## config.mk

```make
export PLATFORM = sky130hd
export DESIGN_NAME = led_blink_and_timeout_ticker
export DESIGN_NICKNAME = d
export VERILOG_FILES = /design/src/sv/lbtt_pkg.sv /design/src/sv/lbtt_led_channel.sv /design/src/sv/lbtt_seconds.sv /design/src/sv/led_blink_and_timeout_ticker.sv
export SDC_FILE = /design/constraint.sdc
export NUM_CORES = 1
export LEC_CHECK = 0
export ABC_AREA = 1
export BUFFER_PORTS_ARGS = -buffer_cell sky130_fd_sc_hd__buf_4
export CAP_MARGIN = 20
export CORE_UTILIZATION = 50
export CTS_CLUSTER_SIZE = 10
export DETAILED_ROUTE_END_ITERATION = 8
export PLACE_DENSITY = 0.68
export SKIP_CTS_REPAIR_TIMING = 1
export SLEW_MARGIN = 10
export SYNTH_ARGS = -nofsm -noshare
export SYNTH_HDL_FRONTEND = slang
export SYNTH_HIERARCHICAL = 1
export SYNTH_SLANG_ARGS = --single-unit
```

## constraint.sdc

```tcl
create_clock -name clk -period 5.9 [get_ports clk]
set_clock_uncertainty 0.15 [all_clocks]
set_input_delay 1.18 -clock clk [delete_from_list [all_inputs] [get_ports clk]]
set_output_delay 1.18 -clock clk [all_outputs]
set_load 0.02 [all_outputs]
```

## src/sv/lbtt_pkg.sv

```systemverilog
// Shared types and constants for the LED blink and timeout ticker.
// Used by every module of the block; depends on nothing.
package lbtt_pkg;

  // Operation codes of an input transaction
  typedef enum logic [2:0] {
    OP_TICK             = 3'd0,
    OP_RESTART          = 3'd1,
    OP_RELOAD_KEEPALIVE = 3'd2,
    OP_RELOAD_BATTERY   = 3'd3,
    OP_RELOAD_SPEED     = 3'd4,
    OP_RELOAD_KEY       = 3'd5,
    OP_RELOAD_VOLTAGE   = 3'd6
  } op_t;

  // Configuration register indexes
  localparam int unsigned CFG_INDEX_W = 3;
  localparam logic [CFG_INDEX_W-1:0] REG_LED0_ON_TIME    = 3'd0;
  localparam logic [CFG_INDEX_W-1:0] REG_LED0_CYCLE_TIME = 3'd1;
  localparam logic [CFG_INDEX_W-1:0] REG_LED1_ON_TIME    = 3'd2;
  localparam logic [CFG_INDEX_W-1:0] REG_LED1_CYCLE_TIME = 3'd3;
  localparam logic [CFG_INDEX_W-1:0] REG_LED2_ON_TIME    = 3'd4;
  localparam logic [CFG_INDEX_W-1:0] REG_LED2_CYCLE_TIME = 3'd5;

  // Channels that have timing registers and show up in led_states
  localparam int unsigned REG_CHANNELS = 3;
  localparam int unsigned DIV_W        = 7;

  typedef struct packed {
    logic [2:0] op;
    logic [7:0] reload_value;
  } in_item_t;

  typedef struct packed {
    logic [2:0] led_states;
    logic       second_pulse;
    logic       shutdown_request;
    logic [7:0] keepalive_left;
    logic [7:0] battery_wait_left;
    logic [7:0] speed_left;
    logic [7:0] key_left;
    logic [7:0] voltage_left;
  } out_item_t;

  // Per-transaction control shared by all LED channels
  typedef struct packed {
    logic tick;
    logic restart;
    logic shutdown;
  } chan_ctl_t;

  // Seconds event flags from the seconds unit
  typedef struct packed {
    logic pulse;
    logic shutdown;
  } sec_status_t;

  typedef struct packed {
    logic [7:0] keepalive;
    logic [7:0] battery_wait;
    logic [7:0] speed;
    logic [7:0] key;
    logic [7:0] voltage;
  } sec_counts_t;

endpackage

```

## src/sv/lbtt_led_channel.sv

```systemverilog
// One blinking LED channel: on-time and cycle countdowns plus the lit flag.
// Depends on lbtt_pkg for the control struct.
module lbtt_led_channel (
  input  logic                 clk,
  input  logic                 rst,
  input  lbtt_pkg::chan_ctl_t  ctl,
  input  logic [7:0]           on_time,
  input  logic [7:0]           cycle_time,
  output logic                 lit_next
);

  logic [7:0] on_cd;
  logic [7:0] cyc_cd;
  logic       lit;
  logic [7:0] on_cd_next;
  logic [7:0] cyc_cd_next;

  logic [7:0] on_start;
  logic [7:0] cyc_start;
  logic       lit_start;
  logic       on_expired;
  logic       cyc_expired;
  logic [7:0] on_mid;
  logic       lit_mid;

  // Compute the channel state after this transaction
  always_comb begin
    on_start  = ctl.restart ? 8'd0 : on_cd;
    cyc_start = ctl.restart ? 8'd0 : cyc_cd;
    lit_start = ctl.shutdown ? 1'b0 : lit;

    // on-time runs out at one or when already empty
    on_expired = (on_start <= 8'd1);
    on_mid     = on_expired ? 8'd1 : on_start - 8'd1;
    lit_mid    = on_expired ? 1'b0 : lit_start;

    // cycle end reloads both counts and lights a non-zero on-time
    cyc_expired = (cyc_start <= 8'd1);
    if (cyc_expired) begin
      cyc_cd_next = cycle_time;
      on_cd_next  = on_time;
      lit_next    = (on_time != 8'd0) ? 1'b1 : lit_mid;
    end else begin
      cyc_cd_next = cyc_start - 8'd1;
      on_cd_next  = on_mid;
      lit_next    = lit_mid;
    end

    // hold everything on non-tick transactions
    if (!ctl.tick) begin
      cyc_cd_next = cyc_cd;
      on_cd_next  = on_cd;
      lit_next    = lit;
    end
  end

  always_ff @(posedge clk) begin
    if (rst) begin
      on_cd  <= 8'd0;
      cyc_cd <= 8'd0;
      lit    <= 1'b0;
    end else begin
      on_cd  <= on_cd_next;
      cyc_cd <= cyc_cd_next;
      lit    <= lit_next;
    end
  end

endmodule

```

## src/sv/lbtt_seconds.sv

```systemverilog
// Tick divider and the five seconds counters with their reloads.
// Depends on lbtt_pkg for op codes and count/status structs.
module lbtt_seconds #(
  parameter int unsigned TICKS_PER_SECOND  = 100,
  parameter int unsigned KEEPALIVE_SECONDS = 240,
  parameter int unsigned REPORT_INTERVAL   = 1
) (
  input  logic                   clk,
  input  logic                   rst,
  input  logic                   fire,
  input  lbtt_pkg::in_item_t     item,
  output lbtt_pkg::sec_counts_t  counts_next,
  output lbtt_pkg::sec_status_t  status
);

  localparam logic [lbtt_pkg::DIV_W-1:0] DIV_RELOAD =
    lbtt_pkg::DIV_W'(TICKS_PER_SECOND);
  localparam logic [7:0] KA_RESET  = 8'(KEEPALIVE_SECONDS);
  localparam logic [7:0] BAT_RESET = 8'(KEEPALIVE_SECONDS / 4);
  localparam logic [7:0] RPT_RESET = 8'(REPORT_INTERVAL);

  logic [lbtt_pkg::DIV_W-1:0] tick_divider;
  logic [lbtt_pkg::DIV_W-1:0] tick_divider_next;
  logic [lbtt_pkg::DIV_W-1:0] div_dec;
  lbtt_pkg::sec_counts_t      counts;

  function automatic logic [7:0] stop_at_zero(input logic [7:0] v);
    return (v != 8'd0) ? v - 8'd1 : 8'd0;
  endfunction

  // Advance the divider on ticks, apply reloads on reload transactions
  always_comb begin
    counts_next       = counts;
    tick_divider_next = tick_divider;
    status            = '0;
    div_dec           = tick_divider - 1'b1;
    if (fire) begin
      case (item.op)
        lbtt_pkg::OP_TICK: begin
          tick_divider_next = div_dec;
          if (div_dec == '0) begin
            status.pulse             = 1'b1;
            counts_next.keepalive    = counts.keepalive - 8'd1;
            status.shutdown          = (counts_next.keepalive == 8'd0);
            counts_next.battery_wait = stop_at_zero(counts.battery_wait);
            counts_next.speed        = stop_at_zero(counts.speed);
            counts_next.key          = stop_at_zero(counts.key);
            counts_next.voltage      = stop_at_zero(counts.voltage);
            tick_divider_next        = DIV_RELOAD;
          end
        end
        lbtt_pkg::OP_RELOAD_KEEPALIVE: counts_next.keepalive    = item.reload_value;
        lbtt_pkg::OP_RELOAD_BATTERY:   counts_next.battery_wait = item.reload_value;
        lbtt_pkg::OP_RELOAD_SPEED:     counts_next.speed        = item.reload_value;
        lbtt_pkg::OP_RELOAD_KEY:       counts_next.key          = item.reload_value;
        lbtt_pkg::OP_RELOAD_VOLTAGE:   counts_next.voltage      = item.reload_value;
        default: ;
      endcase
    end
  end

  always_ff @(posedge clk) begin
    if (rst) begin
      tick_divider        <= DIV_RELOAD;
      counts.keepalive    <= KA_RESET;
      counts.battery_wait <= BAT_RESET;
      counts.speed        <= RPT_RESET;
      counts.key          <= RPT_RESET;
      counts.voltage      <= RPT_RESET;
    end else begin
      tick_divider <= tick_divider_next;
      counts       <= counts_next;
    end
  end

endmodule

```

## src/sv/led_blink_and_timeout_ticker.sv

```systemverilog
// Top level of the LED blink and timeout ticker: input register, config
// registers, LED channels, seconds unit and result register.
// Depends on lbtt_pkg, lbtt_led_channel and lbtt_seconds.
//
//   channel | signals                         | moves
//   --------+---------------------------------+---------------------------
//   item    | item_valid, item_stall, item    | op and reload value in
//   result  | result_valid, result_stall, ... | LED states and counts out
//   cfg     | cfg_valid, cfg_ready, cfg_index | LED timing register write
//
// One transaction per cycle sustained unless the result stalls; each item
// passes the input register, then the result register. State updates when a
// transaction moves from the input register into the result register.
// Synchronous reset restores counters, clears LEDs and config registers and
// arms a phase restart for the first tick. A stalled result holds the input
// register, and item_stall rises only while both stages are full.
module led_blink_and_timeout_ticker #(
  parameter int unsigned TICKS_PER_SECOND  = 100,
  parameter int unsigned KEEPALIVE_SECONDS = 240,
  parameter int unsigned REPORT_INTERVAL   = 1,
  parameter int unsigned LED_CHANNELS      = 3
) (
  input  logic                                clk,
  input  logic                                rst,
  input  logic                                item_valid,
  output logic                                item_stall,
  input  lbtt_pkg::in_item_t                  item,
  output logic                                result_valid,
  input  logic                                result_stall,
  output lbtt_pkg::out_item_t                 result,
  input  logic                                cfg_valid,
  output logic                                cfg_ready,
  input  logic [lbtt_pkg::CFG_INDEX_W-1:0]    cfg_index,
  input  logic [7:0]                          cfg_data
);

  logic                  s1_valid;
  lbtt_pkg::in_item_t    s1_item;
  logic                  advance;
  logic                  fire;
  logic                  restart_pending;
  logic [7:0]            on_time    [lbtt_pkg::REG_CHANNELS];
  logic [7:0]            cycle_time [lbtt_pkg::REG_CHANNELS];
  lbtt_pkg::chan_ctl_t   chan_ctl;
  lbtt_pkg::sec_status_t sec_status;
  lbtt_pkg::sec_counts_t sec_counts_next;
  logic [LED_CHANNELS-1:0] lit_next;
  logic [2:0]            led_states_next;

  // Handshake: result register frees when empty or taken
  assign advance    = !result_valid || !result_stall;
  assign fire       = s1_valid && advance;
  assign item_stall = s1_valid && !advance;
  assign cfg_ready  = 1'b1;

  // Input register
  always_ff @(posedge clk) begin
    if (rst) begin
      s1_valid <= 1'b0;
    end else if (item_valid && !item_stall) begin
      s1_valid <= 1'b1;
    end else if (fire) begin
      s1_valid <= 1'b0;
    end
  end

  always_ff @(posedge clk) begin
    if (item_valid && !item_stall) begin
      s1_item <= item;
    end
  end

  // Configuration registers
  always_ff @(posedge clk) begin
    if (rst) begin
      for (int i = 0; i < lbtt_pkg::REG_CHANNELS; i++) begin
        on_time[i]    <= 8'd0;
        cycle_time[i] <= 8'd0;
      end
    end else if (cfg_valid && cfg_ready) begin
      case (cfg_index)
        lbtt_pkg::REG_LED0_ON_TIME:    on_time[0]    <= cfg_data;
        lbtt_pkg::REG_LED0_CYCLE_TIME: cycle_time[0] <= cfg_data;
        lbtt_pkg::REG_LED1_ON_TIME:    on_time[1]    <= cfg_data;
        lbtt_pkg::REG_LED1_CYCLE_TIME: cycle_time[1] <= cfg_data;
        lbtt_pkg::REG_LED2_ON_TIME:    on_time[2]    <= cfg_data;
        lbtt_pkg::REG_LED2_CYCLE_TIME: cycle_time[2] <= cfg_data;
        default: ;
      endcase
    end
  end

  // Pending phase restart: set by a restart, consumed by the next tick
  always_ff @(posedge clk) begin
    if (rst) begin
      restart_pending <= 1'b1;
    end else if (fire) begin
      if (s1_item.op == lbtt_pkg::OP_RESTART) begin
        restart_pending <= 1'b1;
      end else if (s1_item.op == lbtt_pkg::OP_TICK) begin
        restart_pending <= 1'b0;
      end
    end
  end

  lbtt_seconds #(
    .TICKS_PER_SECOND  (TICKS_PER_SECOND),
    .KEEPALIVE_SECONDS (KEEPALIVE_SECONDS),
    .REPORT_INTERVAL   (REPORT_INTERVAL)
  ) u_seconds (
    .clk         (clk),
    .rst         (rst),
    .fire        (fire),
    .item        (s1_item),
    .counts_next (sec_counts_next),
    .status      (sec_status)
  );

  assign chan_ctl.tick     = fire && (s1_item.op == lbtt_pkg::OP_TICK);
  assign chan_ctl.restart  = restart_pending;
  assign chan_ctl.shutdown = sec_status.shutdown;

  // LED channels; those without registers run with zero times
  for (genvar ch = 0; ch < LED_CHANNELS; ch++) begin : g_chan
    logic [7:0] ch_on_time;
    logic [7:0] ch_cycle_time;
    if (ch < lbtt_pkg::REG_CHANNELS) begin : g_reg
      assign ch_on_time    = on_time[ch];
      assign ch_cycle_time = cycle_time[ch];
    end else begin : g_zero
      assign ch_on_time    = 8'd0;
      assign ch_cycle_time = 8'd0;
    end
    lbtt_led_channel u_chan (
      .clk        (clk),
      .rst        (rst),
      .ctl        (chan_ctl),
      .on_time    (ch_on_time),
      .cycle_time (ch_cycle_time),
      .lit_next   (lit_next[ch])
    );
  end

  // Only the first three channels are reported
  for (genvar b = 0; b < 3; b++) begin : g_led_bit
    if (b < LED_CHANNELS) begin : g_on
      assign led_states_next[b] = lit_next[b];
    end else begin : g_off
      assign led_states_next[b] = 1'b0;
    end
  end

  // Result register
  always_ff @(posedge clk) begin
    if (rst) begin
      result_valid <= 1'b0;
    end else if (fire) begin
      result_valid <= 1'b1;
    end else if (advance) begin
      result_valid <= 1'b0;
    end
  end

  always_ff @(posedge clk) begin
    if (fire) begin
      result.led_states        <= led_states_next;
      result.second_pulse      <= sec_status.pulse;
      result.shutdown_request  <= sec_status.shutdown;
      result.keepalive_left    <= sec_counts_next.keepalive;
      result.battery_wait_left <= sec_counts_next.battery_wait;
      result.speed_left        <= sec_counts_next.speed;
      result.key_left          <= sec_counts_next.key;
      result.voltage_left      <= sec_counts_next.voltage;
    end
  end

endmodule

```

Word-level counts from Yosys, hierarchy flattened
Memories as Yosys holds them, arrays and structs flattened. Index checks and enable logic that the tools add are counted.

Input port bits: 27. RAM bits: 48. Memories kept: 2. Word-level logic and storage cells: 173. Flip-flop bits (word level): 157. Output and inout port bits: 48.

Multiplexer cells: 83. Bitwise gates (word level): 6. Equal/unequal tests: 11. Magnitude comparators: 6. Reduce and logical (&&, ||, !) cells: 25. Add/subtract/negate cells: 12.

Memory list: cycle_time (depth 3, bits a word 8, read ports 3, clocked after memory_dff 0, write ports 3, line led_blink_and_timeout_ticker.sv:43) `logic [7:0] cycle_time [lbtt_pkg::REG_CHANNELS];`; on_time (depth 3, bits a word 8, read ports 3, clocked after memory_dff 0, write ports 3, line led_blink_and_timeout_ticker.sv:42) `logic [7:0] on_time [lbtt_pkg::REG_CHANNELS];`.

Operators with widths (number): 8-bit 2-to-1 mux (25); 8-bit by 1-bit subtractor with 8-bit output (second input constant) (11); 40-bit 2-to-1 mux (2); 8-bit case mux with 2 select lines (5); 8-bit nonzero test (7); 1-bit 2-to-1 mux (49); 8-bit by 1-bit less-or-equal comparator with 1-bit output (second input constant) (6); 3-bit == test (second input constant) (5); 3-bit by 2-bit == test with 1-bit output (second input constant) (4); 8-bit logical NOT (1); 7-bit logical NOT (1); 7-bit 2-to-1 mux (1); 7-bit by 1-bit subtractor with 7-bit output (second input constant) (1); 3-bit by 1-bit == test with 1-bit output (second input constant) (2); 3-bit logical NOT (2); 1-bit OR (6); 2-bit nonzero test (3); 1-bit logical AND (4); 1-bit logical NOT (4); 2-bit AND reduction (2); 2-bit 2-to-1 mux (1); 1-bit logical OR (1).

Longest topological paths before layout
Gate-level depths: netlist of the first run.

Depth in word-level cells: 10. Depth in mapped cells: 17. Mapped depth without buffers: 17.

By module
The synthesis of the first run kept the hierarchy.

By module, submodules not included: lbtt_led_channel (area an instance 1416.4 um2, sequential area each 340.3 um2, instances 3, cells each 221); lbtt_seconds (area an instance 3747.3 um2, sequential area each 940.9 um2, instances 1, cells each 645); led_blink_and_timeout_ticker (area an instance 3498.4 um2, sequential area each 3183.1 um2, instances 1, cells each 174).

Worst setup path after synthesis of the first run
Ideal clock, no wire load.

Kind: input -> register. Start point: input result_stall. End point: register result[42] in the netlist's numbering, data pin. Buffers on the path: 1. Stages on the path: 13. Required time: 5.499 ns. Setup time: 0.251 ns. Arrival: 4.670 ns. Slack: 0.829 ns. Cells stage by stage: nand2_1 > inv_1 > nor2_1 > clkbuf_1 > nand2_1 > nor2_2 > inv_1 > nor3_1 > nor2_1 > nand2_1 > nand3_1 > nand2_1 > inv_1.

RTL lines: from (decl) (line led_blink_and_timeout_ticker.sv:29) `input logic result_stall,`; to (decl) (line led_blink_and_timeout_ticker.sv:30) `output lbtt_pkg::out_item_t result,`.

==> flow_summary.yaml, run 1 <==
timing:
  hold_viol: 0
  period_minus_slack_ns: 3.63
  worst_pin_slew_ns: 0.858
  rsz0062_at_grt: "no"
  drv_slew: 0
  tns_ns: 0
  fmax_mhz: 276
  setup_viol: 0
  slew-limit-headroom: 0.428
  post-route-period-util: 0.615
job:
  drv_cap: 0
clock_tree:
  cts-buffers-inserted: 25
  clk_pin_slew_ns: 0.06
  htree_levels: 1
  cts_max_path_buffers: 3
  clockRootBuffer: "clkbuf_16"
  clock_sinks: 205
  cts_tree: "yes"
  worstSkewPairLatency_ns: 0.51
critical_path:
  critPathCapture: "result[43]"
  cp_max_fo: 23
  crit_start: "result_stall"
  r2r_slack_ns: 2.39
  r2r_start: "u_seconds/tick_divider[0]"
  path_class: "input pin to flip-flop"
  cp.arrival_ns: 3.75
  crit_path_start_kind: "input pin"
  required_ns: 6.02
  worstSetupEndpointType: "flip-flop"
  rr_endpoint: "result[43]"
  reg2reg_depth: 17
yosys:
  netlist-cell-type-count: 38
  synth_cells: 1482
  syn_area_um2: 11500
  yosys_warnings: 6
  synth_nets: 1533
  synth-edff-count: 104
  ys_seq_area_frac: 0.448
  synthFlopType: "edfxtp_1"
  synth-seq-cells: 205
  async_reset_ff_frac: 0
  synth.avg_cell_area_um2: 7.76
floorplanning:
  start_util: 0.509
  core_um2: 22600
  dieHeight_um: 154
  fp.dieW_um: 154
  dieArea_um2: 23600
  pin_count: 75
  rows: 55
power:
  leakage_uw: 0.00631
  power_uw: 3200
  ir_worst_vdd_mv: 0.201
  powerDensity_nw_per_um2: 249
detailed_routing:
  drt_iter0_markers: 855
  avgViaCountPerCell: 5.40
  drt.antenna.violating_nets: 0
  first_pass_iters: 5
  vias: 9988
  wl_per_cell_um: 15.6
  routed_wl_um: 28800
  drc_errors: 0
global_route:
  grt_pass1_vias: 9363
  grt_max_degree: 88
  grt_first_pass_wirelength_um: 46600
  gr-total-overflow: 0
  antenna_found_initial: 0
  grt_use_total: 0.245
status:
  status: "finished clean"
placed_design:
  place.gp.congestion: 0.875
  port_buffers: 73
  dp_hpwl_um: 19900
worst_hold_path:
  hp-class: "flip-flop to flip-flop"
cells_and_area:
  syn_to_final_growth_pct: 12.0
  fin_nets: 1596
  antenna_cells: 0
  finalCoreUtilization: 0.570
  drive_gt1_frac: 0.144
[stage by stage]
step / hold slack, ns / std cells / instance area, um2 / setup slack [ns]
5_1_grt: 0.360 / 1848 / 12900 / 2.01
3_3_place_gp: 0.315 / 1801 / 12200 / 1.89
2_1_floorplan: 0.301 / 1482 / 11500 / 0.829
6_report: 0.326 / 1848 / 12900 / 2.27
3_5_place_dp: 0.322 / 1802 / 12200 / 1.79
4_1_cts: 0.330 / 1847 / 12900 / 2.28
[cells in the mapped netlist (4+ instances only)]
library cell  count  share of area
nor2_1          113          0.037
edfxtp_1        104           0.27
nand2_4          13          0.013
o21ai_2           9         0.0069
nand2_2          45          0.024
o21ai_1          15         0.0065
a31oi_1          12         0.0065
a21oi_1          87          0.038
nand2_1         344           0.11
o211ai_1         10         0.0065
buf_6             9         0.0088
dfxtp_1         101           0.18
nand3_1         120          0.052
inv_2            15         0.0049
o21ai_0          74          0.032
nand3_2           5         0.0044
nor3_1            5         0.0022
o22ai_1          23          0.013
clkbuf_1         18         0.0059
inv_1           214          0.070
nor2_4           14          0.014
ha_1             24          0.026
xor2_1           18          0.014
nand4_1          39          0.021
buf_2             6         0.0026
buf_1             4         0.0013
nand3b_1          5         0.0033
buf_4             4         0.0026
nor2_2           13         0.0071
[where the power goes]
part	switching (uW)	internal [uW]
Sequential	36.1	1560
Combinational	172	77.9
Clock	568	790
Total	775	2430
[critical path, stage by stage]
cell	delay, ns
buf_4	0.11
nand2_1	0.12
inv_1	0.10
nor2_4	0.52
nand2_1	0.38
nor2_2	0.27
inv_1	0.09
nor3_1	0.51
nor2_1	0.12
nand2_1	0.09
nand3_1	0.08
nand2_1	0.11
inv_1	0.04
[flip-flops by register name, summed over array words and instances, names as in the netlist, 3 cells and up]
register,cells
cycle_time,24
g_chan.u_chan/cyc_cd,24
g_chan.u_chan/lit,3
g_chan.u_chan/on_cd,24
on_time,24
result,45
s1_item,11
u_seconds/counts,40
u_seconds/tick_divider,7
[layer usage]
layer / vias to the layer above / GRT usage / part of all wire
li1: 4976 / - / -
met1: 4620 / 0.312 / 0.43
met3: 58 / 0.0434 / 0.068
met4: 0 / 0.0933 / 0.028
met5: - / 0 / 0
met2: 334 / 0.413 / 0.47
[how the worst min path moves through the flow]
| stage | startpoint | endpoint | slack [ns] | depth (start not counted) |
|---|---|---|---|---|
| after floorplan | g_chan[0].u_chan/cyc_cd[7] | g_chan[0].u_chan/cyc_cd[7] | 0.30 | 2 |
| after global placement | g_chan[2].u_chan/cyc_cd[7] | g_chan[2].u_chan/cyc_cd[7] | 0.32 | 2 |
| after detailed placement | g_chan[1].u_chan/cyc_cd[7] | g_chan[1].u_chan/cyc_cd[7] | 0.32 | 2 |
| after CTS | g_chan[1].u_chan/cyc_cd[7] | g_chan[1].u_chan/cyc_cd[7] | 0.33 | 2 |
| after global routing | g_chan[1].u_chan/cyc_cd[7] | g_chan[1].u_chan/cyc_cd[7] | 0.36 | 2 |
| final | g_chan[1].u_chan/cyc_cd[7] | g_chan[1].u_chan/cyc_cd[7] | 0.33 | 2 |
[cells in the final DEF (no fill, tap or decap), types with 18 or more instances in the layout]
cell type and n:
clkbuf_16 25, ha_1 24, nand2_2 45, nor2_1 112
inv_1 214, buf_4 78, o22ai_1 23, xor2_1 18
nand4_1 39, a21oi_1 87, clkbuf_1 18, o21ai_0 74
nand3_1 120, edfxtp_1 104, dfxtp_1 101, nand2_1 344
[cells by family (layout without fill, tap and decap cells)]
kind of cell	Yosys count	in the layout	synth area share
buffers and inverters	273	354	0.0999
AO/OA/AOI/OAI	237	237	0.114
flip-flops	205	205	0.448
XOR/XNOR	21	21	0.0160
adder cells (fa/ha/maj)	24	24	0.0261
AND/OR/NAND/NOR	721	721	0.296
other	1	1	0.000326
[final cells by class]
type | count | area, um2
multi-input combinational | 1004 | 5220
sequential | 205 | 5140
tap | 285 | 357
clock inverter | 2 | 10.0
clock buffer | 43 | 693
inverter | 229 | 860
timing repair buffer | 80 | 596
fill | 2137 | 9700
Power figures use the tool's default switching activity.
==> run 2: changes to the inputs <==
--- a/config.mk
+++ b/config.mk
@@ -11,7 +11,7 @@
 export CORE_UTILIZATION = 50
 export CTS_CLUSTER_SIZE = 10
 export DETAILED_ROUTE_END_ITERATION = 8
-export PLACE_DENSITY = 0.68
+export PLACE_DENSITY = 0.7
 export SKIP_CTS_REPAIR_TIMING = 1
 export SLEW_MARGIN = 10
 export SYNTH_ARGS = -nofsm -noshare
==> constraint.sdc (replaced) <==
create_clock -name clk -period 3 [get_ports clk]
set_clock_uncertainty 0.15 [all_clocks]
set_input_delay 0.6 -clock clk [delete_from_list [all_inputs] [get_ports clk]]
set_output_delay 0.6 -clock clk [all_outputs]
set_load 0.02 [all_outputs]
==> run 2 against run 1 <==
Compared with the run above: register-to-register slack got worse by 2.1 ns; via count rose by 0.84%; setup slack got worse by 1.9 ns; flip-flop and latch count did not move; critical path type is now flip-flop to flip-flop; largest power group unchanged; highest routed layer unchanged.
==> flow_summary.yaml, run 2 (synthesis gave the netlist of run 1 again) <==
status:
  status: "finished clean"
detailed_routing:
  drc_errors: 0
  drt.antenna.violating_nets: 0
  vias: 10100
  drt_iter0_markers: 647
  wl_per_cell_um: 15.3
  avgViaCountPerCell: 5.38
  first_pass_iters: 8
  routed_wl_um: 28600
critical_path:
  worstSetupPathDepth: 18
  worstSetupEndpointType: "flip-flop"
  rr_endpoint: "result[42]"
  worst-path-buf-inv: 5
  worst_path_max_delay_cell: "dfxtp_1"
  crit_start: "u_seconds/tick_divider[0]"
  path_class: "flip-flop to flip-flop"
  reg2reg_depth: 18
  cp_max_fo: 6
  r2r_slack_ns: 0.32
  critPathCapture: "result[42]"
  required_ns: 3.12
  crit_family: "simple AND/OR/NAND/NOR gates"
  r2r_start: "u_seconds/tick_divider[0]"
  cp.arrival_ns: 2.80
  max_stage_delay_ns: 0.32
  crit_path_start_kind: "flip-flop"
  cp_cell_sequence: "inv_1 -> ha_1 -> inv_1 -> nor2_1 -> nand3_1 -> nand2_1 -> nand2_1 -> nor2_4 -> nand2_4 -> nor2_4 -> inv_1 -> nor3_4 -> buf_4 -> nor2_1 -> nand2_1 -> nand3_1 -> nand2_1 -> inv_1"
power:
  power_uw: 6380
  powerDensity_nw_per_um2: 486
  ir_worst_vdd_mv: 0.426
  leakage_uw: 0.00647
global_route:
  gr-total-overflow: 0
  grt_pass1_vias: 9530
  grt_max_degree: 88
  grt_first_pass_wirelength_um: 46700
  antenna_found_initial: 0
  grt_use_total: 0.243
timing:
  hold_viol: 0
  period_minus_slack_ns: 2.68
  rsz0062_at_grt: "no"
  slew-limit-headroom: 0.603
  worst_pin_slew_ns: 0.596
  fmax_mhz: 374
  hold_ws_ns: 0.111
  drv_slew: 0
  setup_viol: 0
  tns_ns: 0
  post-route-period-util: 0.892
cells_and_area:
  syn_to_final_growth_pct: 14.2
  fillers: 2064
  fin_area_um2: 13100
  fin_nets: 1618
  drive_gt1_frac: 0.161
  largest_reg_flops: 45
  largest-register: "result"
  layout_commonest_cell: "nand2_1"
  antenna_cells: 0
  reg.largest.list: "result x45, u_seconds/counts x40"
  seqCellArea_um2: 5140
  multi_input_area_um2: 5240
  finalCoreUtilization: 0.581
  layout_common_cells: "nand2_1, inv_1, nand3_1, nor2_1, edfxtp_1"
floorplanning:
  start_util: 0.509
  fp.dieW_um: 154
  dieHeight_um: 154
  pin_count: 75
  rows: 55
  dieArea_um2: 23600
  core_um2: 22600
clock_tree:
  cts-buffers-inserted: 25
  cts_tree: "yes"
  clockRootBuffer: "clkbuf_16"
  htree_levels: 1
  clock_sinks: 205
  clk_pin_slew_ns: 0.06
  worstSkewPairLatency_ns: 0.52
  cts_max_path_buffers: 3
placed_design:
  dpl_cell_area_um2: 12300
  place.gp.congestion: 0.895
  dp_hpwl_um: 19700
  port_buffers: 73
job:
  drv_cap: 0
worst_hold_path:
  min_from: "item[1]"
  hp-class: "input pin to flip-flop"
-- run 2: cell types whose count changed in the layout (fill, tap and decap cells not counted), sizes merged --
| cell | before | now |
|---|---|---|
| buf | 80 | 102 |
| clkbuf | 43 | 44 |
-- run 2: how the worst min path moves through the flow --
stage	cells after the start	slack [ns]	to
global placement	2	0.32	g_chan[1].u_chan/cyc_cd[7]
detailed placement	2	0.32	g_chan[2].u_chan/cyc_cd[7]
floorplan	2	0.30	g_chan[0].u_chan/cyc_cd[7]
global route	1	0.09	s1_item[3]
finish	1	0.11	s1_item[1]
CTS	1	0.09	s1_item[1]
-- run 2: final cells by class --
type / count / share of cell area
repair buffers: 102 / 0.0593
flip-flops and latches: 205 / 0.392
multi-input cells: 1004 / 0.400
inverters: 229 / 0.0655
well taps: 285 / 0.0272
clock buffers: 44 / 0.0554
clock inverters: 2 / 0.000953
-- run 2: per-layer routing --
metal / vias to the layer above / share of wire / GRT usage
met5: - / 0 / 0
met4: 0 / 0.028 / 0.0805
li1: 5041 / - / -
met2: 317 / 0.47 / 0.402
met3: 59 / 0.056 / 0.0287
met1: 4655 / 0.45 / 0.330
-- run 2: where the power goes --
group / switching [uW] / internal [uW]
Clock: 1120 / 1630
Combinational: 340 / 164
Sequential: 66.9 / 3070
Total: 1520 / 4860
-- run 2: stage by stage --
step           setup WS (ns)  instances
3_5_place_dp           0.119       1821
5_1_grt              0.00986       1871
3_3_place_gp           0.242       1821
6_report               0.324       1871
2_1_floorplan         0.0350       1482
4_1_cts                0.114       1867
-- run 2: worst reg2reg max path, cell delays in order (launching register included) --
cell,delay (ns)
dfxtp_1,0.32
inv_1,0.15
ha_1,0.19
inv_1,0.05
nor2_1,0.16
nand3_1,0.10
nand2_1,0.07
nand2_1,0.09
nor2_4,0.17
nand2_4,0.09
nor2_4,0.14
inv_1,0.10
nor3_4,0.18
buf_4,0.17
nor2_1,0.05
nand2_1,0.06
nand3_1,0.07
nand2_1,0.09
inv_1,0.04
